File: config.mk
export PLATFORM = sky130hd
export DESIGN_NAME = jhsg_step
export DESIGN_NICKNAME = d
export VERILOG_FILES = /design/src/sv/jhsg_pkg.sv /design/src/sv/jhsg_step.sv
export SDC_FILE = /design/constraint.sdc
export NUM_CORES = 1
export LEC_CHECK = 0
export BUFFER_PORTS_ARGS = -buffer_cell sky130_fd_sc_hd__buf_2
export CAP_MARGIN = 20
export CELL_PAD_IN_SITES_DETAIL_PLACEMENT = 2
export CELL_PAD_IN_SITES_GLOBAL_PLACEMENT = 2
export CORE_MARGIN = 2
export CORE_UTILIZATION = 40
export DETAILED_ROUTE_END_ITERATION = 6
export PLACE_DENSITY_LB_ADDON = 0.1
export SLEW_MARGIN = 25
export SYNTH_ARGS = -nofsm -noshare
export SYNTH_HDL_FRONTEND = slang
export SYNTH_SLANG_ARGS = --single-unit
File: constraint.sdc
create_clock -name vclk -period 14.3
set_input_delay 0.715 -clock vclk [all_inputs]
set_output_delay 0.715 -clock vclk [all_outputs]
set_load 0.05 [all_outputs]
File: src/sv/jhsg_pkg.sv
// Shared constants and types for the jog and home setpoint generator.
package jhsg_pkg;

	typedef logic [1:0] op_t;
	typedef logic [2:0] cfg_idx_t;

	localparam op_t OP_DIR  = 2'd0;
	localparam op_t OP_BTN  = 2'd1;
	localparam op_t OP_TICK = 2'd2;

	localparam cfg_idx_t CFG_ROT_COS   = 3'd0;
	localparam cfg_idx_t CFG_ROT_SIN   = 3'd1;
	localparam cfg_idx_t CFG_JOG_LIMIT = 3'd2;
	localparam cfg_idx_t CFG_JOG_GAIN  = 3'd3;
	localparam cfg_idx_t CFG_HOME_Z    = 3'd4;

	localparam int CFG_W  = 16;
	localparam int PEND_W = 18;
	localparam int POS_W  = 32;
	localparam int CNT_W  = 8;

	typedef logic signed [PEND_W-1:0] pend_t;
	typedef logic signed [POS_W-1:0]  pos_t;

	localparam logic [CNT_W-1:0] HOMING_STEPS = 8'd120;

	// Division by 120 is done as a shift by 3 followed by a multiply with the
	// rounded-up reciprocal of 15 scaled by 2^34, exact for dividends below 2^30.
	localparam int HOME_DIV_PRE = 3;
	localparam int HOME_DIV_RSH = 34;
	localparam logic [30:0] HOME_DIV_MUL = 31'd1145324613;

	localparam logic signed [15:0] ROT_COS_RST   = 16'sd9397;
	localparam logic signed [15:0] ROT_SIN_RST   = 16'sd13421;
	localparam logic [14:0]        JOG_LIMIT_RST = 15'd3277;
	localparam logic [7:0]         JOG_GAIN_RST  = 8'd10;
	localparam logic [9:0]         HOME_Z_RST    = 10'd300;

	localparam pos_t CUR_Z_RST = pos_t'({HOME_Z_RST, 16'h0000});

endpackage

File: src/sv/jhsg_step.sv
// Per-axis homing step: distance to home divided by the homing step count.
module jhsg_step import jhsg_pkg::*; (
	input  pos_t       cur_x,
	input  pos_t       cur_y,
	input  pos_t       cur_z,
	input  logic [9:0] home_z,
	output pos_t       step_x,
	output pos_t       step_y,
	output pos_t       step_z
);

	logic signed [32:0] diff_x;
	logic signed [32:0] diff_y;
	logic signed [32:0] diff_z;

	// Truncates toward zero; the quotient always fits in 32 bits.
	function automatic pos_t div_home(input logic signed [32:0] d);
		logic        neg;
		logic [32:0] mag;
		logic [29:0] n;
		logic [60:0] prod;
		logic [26:0] q;
		pos_t        r;
		neg  = d[32];
		mag  = neg ? 33'(-d) : 33'(d);
		n    = mag[32:HOME_DIV_PRE];
		prod = 61'(n) * 61'(HOME_DIV_MUL);
		q    = prod[60:HOME_DIV_RSH];
		r    = neg ? -pos_t'({5'b0, q}) : pos_t'({5'b0, q});
		return r;
	endfunction

	assign diff_x = 33'sd0 - 33'(cur_x);
	assign diff_y = 33'sd0 - 33'(cur_y);
	assign diff_z = $signed({7'b0, home_z, 16'h0000}) - 33'(cur_z);

	assign step_x = div_home(diff_x);
	assign step_y = div_home(diff_y);
	assign step_z = div_home(diff_z);

endmodule

---- Word level (Yosys, flattened, before mapping) ----
Cells that the tools add are included.
storage, ports and cells
  bits in registers ....................... 0
  input port bits ......................... 106
  output and inout bits ................... 96
operators by class
  add/subtract/negate cells ............... 9
  $mul .................................... 3
  multiplexer cells ....................... 6
operator list
  kind                                                                    number
  30-bit by 31-bit multiplier with 61-bit output (second input constant)  3
  33-bit 2-to-1 mux                                                       3
  33-bit negator                                                          3
  32-bit 2-to-1 mux                                                       3
  27-bit negator with 32-bit output                                       3
  1-bit by 32-bit subtractor with 33-bit output (first input constant)    2
  27-bit by 32-bit subtractor with 33-bit output                          1

---- Longest topological paths before layout ----
  word-level depth ........................ 6
  mapped depth ............................ 44

---- Least setup slack after synthesis ----
No wires, ideal clock.
  kind .................................... input port to output port
  start point ............................. input port cur_y[3]
  end point ............................... output port step_y[24]
  arrival ................................. 11.808 ns
  slack ................................... 1.777 ns
  stages .................................. 39
  cells stage by stage .................... buf_6 > or4_4 > buf_6 > nor4_2 > nand3_1 > or4_1 > clkbuf_1 > nor4_1 > nor2b_1 > xnor2_1 > nor3_1 > nand2_1 > or3_1 > o21ai_0 > xnor2_1 > ha_1 > fa_1 > inv_1 > [3 not listed] > fa_1 > fa_1 > ha_1 > ha_1 > nand3_1 > or2_2 > or4_1 > nor3_1 > o221ai_1 > and3_1 > nor2_1 > inv_1 > ha_1 > nor3b_2 > nand2_1 > nor4_4 > a31oi_1 > xor2_1
between the ends
  word-level cells in the longest chain between the ends .. 6
RTL lines
  element                                            line             source
  start, declared                                    jhsg_step.sv:4   input pos_t cur_y,
  1-bit by 32-bit subtractor with 33-bit output (*)  jhsg_step.sv:34  assign diff_y = 33'sd0 - 33'(cur_y);
  33-bit negator                                     jhsg_step.sv:25  mag = neg ? 33'(-d) : 33'(d);
  33-bit 2-to-1 mux                                  jhsg_step.sv:25
  30-bit by 31-bit multiplier with 61-bit output     jhsg_step.sv:27  prod = 61'(n) * 61'(HOME_DIV_MUL);
  27-bit negator with 32-bit output                  jhsg_step.sv:29  r = neg ? -pos_t'({5'b0, q}) : pos_t'({5'b0, q});
  32-bit 2-to-1 mux (*)                              jhsg_step.sv:29
  end, declared                                      jhsg_step.sv:8   output pos_t step_y,
Every way passes the cells marked *; elsewhere a longest branch is shown, timed or not.

---- Worst setup path after layout ----
  start point ............................. input port cur_y[1]
  end point ............................... output port step_y[19]
Same word-level chain as after synthesis.

==> results_dict.tcl <==
set metrics [dict create \
    worst_pin_slew_ns 1.13 \
    ys_warn_count 0 \
    slew_headroom 0.242 \
    fp.dieH_um 298 \
    yosys-top-cells-area "ha_1 30%, fa_1 21%, inv_1 7.8%" \
    drv_slew 0 \
    setup_violations 0 \
    portBuffers 202 \
    coreArea_sq_um 85400 \
    period_minus_slack_ns 13.61 \
    drcViolationCount 0 \
    worstPathArrival_ns 12.89 \
    max_freq_mhz 73.5 \
    seq_cell_count 0 \
    synthToLayoutAreaGrowth_pct 7.37 \
    grt_pass1_wl_um 209000 \
    initial_utilization 0.404 \
    postLayoutCoreUtil 0.434 \
    final_antenna_net_count 0 \
    critPathBufInv 7 \
    hold_buffers 0 \
    cp-end-kind "output port" \
    num-fill-cells 9875 \
    grt_pass1_vias 35991 \
    grt_usage 0.296 \
    synth_area_sq_um 34500 \
    place_area_sq_um 37000 \
    wl_um 132000 \
    status "completed" \
    die_w_um 298 \
    nNetsFinal 5680 \
    hold_path_class "in2out" \
    rsz0062_at_grt "false" \
    rows 107 \
    yosysTopAreaCell "ha_1" \
    dr.first_iter.drc_count 1218 \
    first_pass_iters 5 \
    synth_area_per_cell_sq_um 8.22 \
    netlist_instances 4203 \
    tns_ns 0 \
    dr_total_vias 31693 \
    maxCapViolations 0 \
    pin_count 202 \
    slowest_delay_ns 0.64 \
    wire_per_inst_um 24.0 \
    grt.overflow.total 0 \
    cp-start-kind "input pin" \
    nClkBuffers 0 \
    dpl.hpwl_um 120000 \
    antenna_found_initial 6 \
    synthDistinctLibCells 104 \
    grt_max_degree 36 \
    cp_top_family "simple AND/OR/NAND/NOR gates" \
    yosysSeqAreaShare 0 \
    layout-drive-gt1-share 0.0799 \
    cp_max_fo 10 \
    cp_data_required_time_ns 13.59 \
    hold_viol 0 \
    regArea_sq_um 0 \
    period_share 0.952 \
    crit_type "in2out" \
    post_drt_via_cell_ratio 5.75 \
    synth_top_area_frac 0.303 \
    slowest_stage "or4b_2" \
    die-area_sq_um 88700 \
    dp_slack_ns 0.594 \
    fin_area_sq_um 37100 \
    setup_ws_ns 0.690 \
    routabilityCongestion 0.945 \
]
[path summary, 6_finish.rpt]
check	start	endpoint	depth (start not counted)
max	cur_y[1]	step_y[19]	39
min	cur_x[31]	step_x[1]	4
[worst min-delay path, stage by stage]
cell and delay, ns:
buf_2 0.21, nor2_2 0.19, o21ai_0 0.15, buf_2 0.24
[synth_stat cells, drive strengths merged (12+ instances only)]
| library cell | n |
|---|---|
| a2111oi | 12 |
| fa | 369 |
| and3 | 42 |
| nand4 | 75 |
| and2 | 29 |
| clkbuf | 81 |
| nand2 | 242 |
| ha | 837 |
| a21o | 87 |
| or4 | 21 |
| xor2 | 112 |
| xnor2 | 178 |
| a31oi | 52 |
| o21a | 22 |
| o21bai | 39 |
| nor2 | 210 |
| mux2i | 12 |
| inv | 719 |
| o211ai | 25 |
| nor3 | 106 |
| o21ai | 170 |
| a211oi | 35 |
| nor2b | 17 |
| nand3 | 69 |
| nand2b | 24 |
| nor4 | 48 |
| nor3b | 15 |
| or2 | 31 |
| buf | 15 |
| a21oi | 274 |
| or3 | 41 |
| o31ai | 35 |
[what timing repair did]
| item | 4_1_cts | 5_1_grt |
|---|---|---|
| setup buffers | 0 | 2 |
| resized for setup | 0 | 10 |
| endpoints found under the setup margin | 0 | 25 |
[routing by layer]
layer | vias to the layer above | GRT usage | share of wire
li1 | 14877 | - | -
met1 | 16138 | 0.392 | 0.45
met2 | 516 | 0.530 | 0.50
met3 | 158 | 0.0165 | 0.026
met4 | 4 | 0.0620 | 0.025
met5 | - | 0 | 0.00013
[per-stage QoR]
stage,hold WS (ns),instances
2_1_floorplan,2.05,4210
3_3_place_gp,2.18,5508
3_5_place_dp,2.20,5508
4_1_cts,2.20,5508
5_1_grt,2.23,5513
6_report,2.22,5515
[cells in the final DEF, fill, tap and decap left out, types with 50 or more instances in the layout]
master	Yosys	routed
ha_1	837	837
a21o_1	87	87
nor2_1	210	208
a31oi_1	51	51
xor2_1	112	112
a21oi_1	273	273
nand3_1	68	68
fa_1	369	369
xnor2_1	177	176
nor3_1	102	100
inv_1	719	719
buf_2	4	202
nand2_1	242	242
nand4_1	74	74
o21ai_0	168	168
buf_4	0	50
[cells by family after synthesis]
family | after synthesis | share of synthesized area
compound gates | 861 | 0.160
xor+xnor | 290 | 0.0738
fa+ha+maj | 1206 | 0.517
buf+inv | 815 | 0.0896
mux | 14 | 0.00413
other cells | 2 | 0.000217
simple gates | 1015 | 0.155
[layout make-up]
type	count	area, sq um	share of cell area
well taps	1144	1430	0.0386
repair buffers	252	1390	0.0374
multi-input cells	3395	31600	0.851
inverters	719	2700	0.0728
diodes	5	12.5	0.000337
Power is not shown: default switching activity piles up to over one toggle a cycle in this logic, so the estimate is an artifact.
