## config.mk

```make
export PLATFORM = sky130hd
export DESIGN_NAME = jhsg_rot
export DESIGN_NICKNAME = d
export VERILOG_FILES = /design/src/sv/jhsg_pkg.sv /design/src/sv/jhsg_rot.sv
export SDC_FILE = /design/constraint.sdc
export NUM_CORES = 2
export LEC_CHECK = 0
export ABC_AREA = 0
export ABC_CLOCK_PERIOD_IN_PS = 15960
export CELL_PAD_IN_SITES_DETAIL_PLACEMENT = 1
export CELL_PAD_IN_SITES_GLOBAL_PLACEMENT = 2
export CORE_MARGIN = 2
export CORE_UTILIZATION = 44
export DETAILED_ROUTE_END_ITERATION = 7
export DONT_BUFFER_PORTS = 1
export GPL_TIMING_DRIVEN = 1
export PLACE_DENSITY = 0.92
export SLEW_MARGIN = 20
export SYNTH_ARGS = -nofsm -noshare
export SYNTH_HDL_FRONTEND = slang
export SYNTH_SLANG_ARGS = --single-unit
```

## constraint.sdc

```tcl
create_clock -name vclk -period 15.96
set_input_delay 3.192 -clock vclk [all_inputs]
set_output_delay 3.192 -clock vclk [all_outputs]
set_load 0.01 [all_outputs]
```

## src/sv/jhsg_pkg.sv

```systemverilog
// Shared constants and types for the jog and home setpoint generator.
package jhsg_pkg;

	typedef logic [1:0] op_t;
	typedef logic [2:0] cfg_idx_t;

	localparam op_t OP_DIR  = 2'd0;
	localparam op_t OP_BTN  = 2'd1;
	localparam op_t OP_TICK = 2'd2;

	localparam cfg_idx_t CFG_ROT_COS   = 3'd0;
	localparam cfg_idx_t CFG_ROT_SIN   = 3'd1;
	localparam cfg_idx_t CFG_JOG_LIMIT = 3'd2;
	localparam cfg_idx_t CFG_JOG_GAIN  = 3'd3;
	localparam cfg_idx_t CFG_HOME_Z    = 3'd4;

	localparam int CFG_W  = 16;
	localparam int PEND_W = 18;
	localparam int POS_W  = 32;
	localparam int CNT_W  = 8;

	typedef logic signed [PEND_W-1:0] pend_t;
	typedef logic signed [POS_W-1:0]  pos_t;

	localparam logic [CNT_W-1:0] HOMING_STEPS = 8'd120;

	// Division by 120 is done as a shift by 3 followed by a multiply with the
	// rounded-up reciprocal of 15 scaled by 2^34, exact for dividends below 2^30.
	localparam int HOME_DIV_PRE = 3;
	localparam int HOME_DIV_RSH = 34;
	localparam logic [30:0] HOME_DIV_MUL = 31'd1145324613;

	localparam logic signed [15:0] ROT_COS_RST   = 16'sd9397;
	localparam logic signed [15:0] ROT_SIN_RST   = 16'sd13421;
	localparam logic [14:0]        JOG_LIMIT_RST = 15'd3277;
	localparam logic [7:0]         JOG_GAIN_RST  = 8'd10;
	localparam logic [9:0]         HOME_Z_RST    = 10'd300;

	localparam pos_t CUR_Z_RST = pos_t'({HOME_Z_RST, 16'h0000});

endpackage

```

## src/sv/jhsg_rot.sv

```systemverilog
// Rotation of a direction word into the pending jog increments.
module jhsg_rot import jhsg_pkg::*; (
	input  logic signed [15:0] rot_cos,
	input  logic signed [15:0] rot_sin,
	input  logic signed [15:0] dir_x,
	input  logic signed [15:0] dir_y,
	output pend_t              pend_x,
	output pend_t              pend_y
);

	logic signed [31:0] cx;
	logic signed [31:0] sy;
	logic signed [31:0] sx;
	logic signed [31:0] cy;
	logic signed [33:0] sum_x;
	logic signed [33:0] sum_y;
	logic signed [19:0] sh_x;
	logic signed [19:0] sh_y;

	function automatic pend_t sat_pend(input logic signed [19:0] v);
		pend_t r;
		if (v > 20'sd131071) begin
			r = 18'sd131071;
		end else if (v < -20'sd131072) begin
			r = -18'sd131072;
		end else begin
			r = v[PEND_W-1:0];
		end
		return r;
	endfunction

	assign cx = 32'(rot_cos) * 32'(dir_x);
	assign sy = 32'(rot_sin) * 32'(dir_y);
	assign sx = 32'(rot_sin) * 32'(dir_x);
	assign cy = 32'(rot_cos) * 32'(dir_y);

	assign sum_x = 34'(cx) - 34'(sy);
	assign sum_y = -34'(sx) - 34'(cy);

	// The values never exceed 2^32 in magnitude, so 20 bits hold the shifted sum.
	assign sh_x = 20'(sum_x >>> 14);
	assign sh_y = 20'(sum_y >>> 14);

	assign pend_x = sat_pend(sh_x);
	assign pend_y = sat_pend(sh_y);

endmodule

```

# Yosys cells after proc, flatten, opt, wreduce, memory -nomap -nowiden
# Index checks and enable logic that the tools add are counted.
# totals
output_inout_bits,36
elab_cells,15
register_bits,0
# classes
n_addsub,3
multipliers,4
mux,4
magnitude_cmp,4
# op_table
op,n
16-bit by 16-bit multiplier with 32-bit output,4
18-bit two-way mux,4
32-bit negation with 34-bit output,1
34-bit by 32-bit subtractor with 34-bit output,1
32-bit by 32-bit subtractor with 33-bit output,1
"20-bit by 18-bit greater-than comparator with 1-bit output, second input constant",1
"20-bit by 18-bit < comparator with 1-bit output, second input constant",1
"19-bit by 18-bit greater-than comparator with 1-bit output, second input constant",1
"19-bit by 18-bit < comparator with 1-bit output, second input constant",1

# Logic depth before layout (Yosys ltp)
# logic_depth
word_depth,6
mapped_depth,32

# Worst setup path after synthesis
# No wires, ideal clock.
# synth_timing
kind,input to output
start,in rot_sin[15]
end,out pend_x[11]
path_stages,29
required_time_ps,12768
n_path_buf,3
setup_slack_ps,1896
t_arrival_ps,10872
path_cell_list,clkbuf_1 clkbuf_1 nand2_1 inv_1 fa_1 inv_1 fa_1 inv_1 fa_1 inv_1 fa_1 fa_1 fa_1 fa_1 inv_1 fa_1 inv_1 ha_1 a21o_1 a21o_1 a21oi_1 o21ai_0 or3_1 o211a_1 a311o_1 o311ai_2 nor2_1 buf_4 o21ai_0
# synth_between
elab_chain_len,5
elab_cells_between_ends,6
classes_between,add/sub: 1; mul: 1; order compare: 2; mux: 2
# synth_lines
element,line_no,rtl
from (decl),jhsg_rot.sv:4,"input logic signed [15:0] rot_sin,"
16-bit by 16-bit multiplier with 32-bit output (*),jhsg_rot.sv:33,assign sy = 32'(rot_sin) * 32'(dir_y);
32-bit by 32-bit subtractor with 33-bit output (*),jhsg_rot.sv:37,assign sum_x = 34'(cx) - 34'(sy);
19-bit by 18-bit < comparator with 1-bit output,jhsg_rot.sv:24,end else if (v < -20'sd131072) begin
18-bit two-way mux,jhsg_rot.sv:24,
18-bit two-way mux (*),jhsg_rot.sv:22,if (v > 20'sd131071) begin
to (decl),jhsg_rot.sv:7,"output pend_t pend_x,"
# Mark *: on every way between the ends. The rest lies on a longest branch, timed or not.

# Worst setup path in the final report
# layout_timing
start,in dir_x[1]
end,out pend_y[14]
# layout_between
elab_chain_len,6
elab_cells_between_ends,7
classes_between,add/sub: 2; mul: 1; order compare: 2; mux: 2
# layout_lines
element,line_no,rtl
from (decl),jhsg_rot.sv:5,"input logic signed [15:0] dir_x,"
16-bit by 16-bit multiplier with 32-bit output (*),jhsg_rot.sv:34,assign sx = 32'(rot_sin) * 32'(dir_x);
32-bit negation with 34-bit output (*),jhsg_rot.sv:38,assign sum_y = -34'(sx) - 34'(cy);
34-bit by 32-bit subtractor with 34-bit output (*),jhsg_rot.sv:38,
20-bit by 18-bit < comparator with 1-bit output,jhsg_rot.sv:24,
18-bit two-way mux,jhsg_rot.sv:24,
18-bit two-way mux (*),jhsg_rot.sv:22,
to (decl),jhsg_rot.sv:8,output pend_t pend_y
# Marked as above.

==> results by group <==
Status
  – Status: complete, no violations

Detailed routing
  – Final wirelength: 111 mm
  – Drt pass-1 iters: 5
  – Detail Route Antenna Nets: 0
  – Average vias per placed instance: 5.06
  – First DRT Iteration DRCs: 1171
  – DRC viols: 0
  – DR vias: 27600
  – WL per Instance: 20.3 µm

Worst setup path
  – Crit Path Class: input pin to primary output
  – CP max-delay cell: fa_1
  – WP data arrival: 11.58 ns
  – Crit start category: input pin
  – Max incr delay on CP: 0.82 ns
  – WP buf/inv: 6
  – Most used cell along the critical path: fa_1
  – CP delay by family, top: adder cells
  – Worst-path fanout max: 32
  – Setup crit start: dir_x[1]
  – Critical path endpoint category: primary output
  – Worst path required time: 12.77 ns

Floorplanning
  – FP Rows: 111
  – Chip height: 309 µm
  – Core Area: 91800 µm²
  – Die footprint: 95300 µm²
  – Starting Density: 44.5%
  – Io pins: 100
  – Die W: 309 µm

Final layout
  – Nets: 5763
  – Seq Cell Count: 0
  – Register area: 0 µm²
  – Area delta synth->final: 1.97%
  – Clkbuf count: 0
  – Share of cells above drive strength 1: 0.476%

Placement
  – Detailed-placement wirelength estimate: 89.8 mm
  – # port buffers: 0
  – Gpl congestion: 0.859

STA
  – Worst-Margin Slew: 0.921 ns
  – TNS Setup: 0 ns
  – Endpoints failing setup: 0
  – Final cycle utilization of the critical path: 92.6%
  – Slew headroom: 38.4%
  – RSZ-0062 raised after global routing: false
  – Max-slew violations: 0
  – Final hold violations: 0
  – Min Tclk post-route: 14.78 ns
  – Max Freq: 67.7 MHz

Yosys
  – Net Count, Synth: 5958
  – Post-synthesis cell area: 40800 µm²
  – Count of cell types in the netlist: 57
  – Seq/Total Area, Yosys: 0%
  – Synth Instances: 4398
  – Syn avg cell area: 9.29 µm²
  – Ys Warns: 0

Global route
  – GRT Util Overall: 24.6%
  – Grt ovf: 0
  – Pin count of the biggest net entering global routing: 35
  – Vias in the first global route: 33400
  – First-pass GRT wire length: 180 mm
  – Initial antenna violation count: 2

Worst hold path
  – Hold wc startpoint: dir_y[15]
  – Hold WC Path Type: input pin to primary output

Job
  – Maxcap violations: 0

CTS
  – Cts hold-fix bufs: 0
  – Resized cells post-CTS: 0
  – Post-CTS Setup Bufs: 0
[final cells by class]
class,count,area [µm²]
Inverter,1367,5130
Antenna cell,2,5.00
Tap cell,1243,1560
Fill cell,10600,50200
Multi-Input combinational cell,2834,35000
[kinds of logic (layout without fill, tap and decap cells)]
logic type	Yosys count	count (layout)	share of synthesized area [%]
other	0	2	0
adders and majority gates	1497	1497	67.7
and+or+nand+nor	1112	1112	13.8
AOI/OAI and AO/OA	151	151	2.48
xor gates and xnor gates	74	74	1.59
buffers and inverters	1564	1367	14.4
[cell usage in the layout (no fill, tap or decap), types with 3 or more instances in the layout]
master | Yosys | routed
nand2_1 | 490 | 490
nand3_1 | 11 | 11
xor2_1 | 21 | 21
o21bai_1 | 5 | 5
nand2b_1 | 32 | 32
nor2b_1 | 32 | 32
inv_1 | 1367 | 1367
a21o_1 | 16 | 16
nor2_1 | 27 | 27
a211oi_1 | 3 | 3
a31oi_1 | 8 | 8
a21oi_2 | 9 | 9
a21oi_1 | 44 | 44
and2_1 | 494 | 494
fa_1 | 1187 | 1187
o31ai_1 | 3 | 3
nand4_1 | 5 | 5
xnor2_1 | 53 | 53
o21ai_0 | 32 | 32
ha_1 | 309 | 309
or3_1 | 5 | 5
o21a_1 | 5 | 5
nor3_1 | 6 | 6
[final timing paths]
check,to,slack [ns],cells past startpoint
setup / recovery,pend_y[14],1.18,25
hold / removal,pend_x[17],7.58,7
[metal layers]
metal  GRT usage (%)  vias up  part of all wire [%]
met1            30.0    14900                    38
met5               0        -                     0
met2            44.5      647                    52
li1                -    11800                     -
met4            7.62        0                   3.6
met3            4.06      189                   5.8
[through the flow]
stage | std cells | util [%] | area (µm²) | worst slack (ns) | hold WS, ns
3_5_place_dp | 5444 | 45.4 | 41600 | 1.20 | 7.64
6_report | 5446 | 45.4 | 41600 | 1.18 | 7.58
4_1_cts | 5444 | 45.4 | 41600 | 1.13 | 7.64
5_1_grt | 5444 | 45.4 | 41600 | 0.694 | 7.70
2_1_floorplan | 4398 | - | 40800 | 1.90 | 7.11
3_3_place_gp | 5444 | 45.4 | 41600 | 1.48 | 7.56
[cells in the mapped netlist (2+ instances only)]
library cell | instances | area [µm²]
inv_1 | 1367 | 5130
fa_1 | 1187 | 23800
and2_1 | 494 | 3090
nand2_1 | 490 | 1840
ha_1 | 309 | 3870
clkbuf_1 | 191 | 717
xnor2_1 | 53 | 464
a21oi_1 | 44 | 220
nand2b_1 | 32 | 200
nor2b_1 | 32 | 200
o21ai_0 | 32 | 160
nor2_1 | 27 | 101
xor2_1 | 21 | 184
a21o_1 | 16 | 120
nand3_1 | 11 | 55.1
a21oi_2 | 9 | 78.8
a31oi_1 | 8 | 50.1
nor3_1 | 6 | 30.0
nand4_1 | 5 | 31.3
o21a_1 | 5 | 37.5
o21bai_1 | 5 | 37.5
or3_1 | 5 | 31.3
a211oi_1 | 3 | 22.5
o31ai_1 | 3 | 22.5
a211o_1 | 2 | 17.5
a22oi_1 | 2 | 15.0
buf_2 | 2 | 10.0
buf_4 | 2 | 15.0
nand4b_1 | 2 | 17.5
nor4_1 | 2 | 12.5
o211a_1 | 2 | 20.0
o211ai_1 | 2 | 15.0
o21ai_1 | 2 | 10.0
o221ai_1 | 2 | 17.5
Power is not shown: default switching activity piles up to over one toggle a cycle in this logic, so the estimate is an artifact.
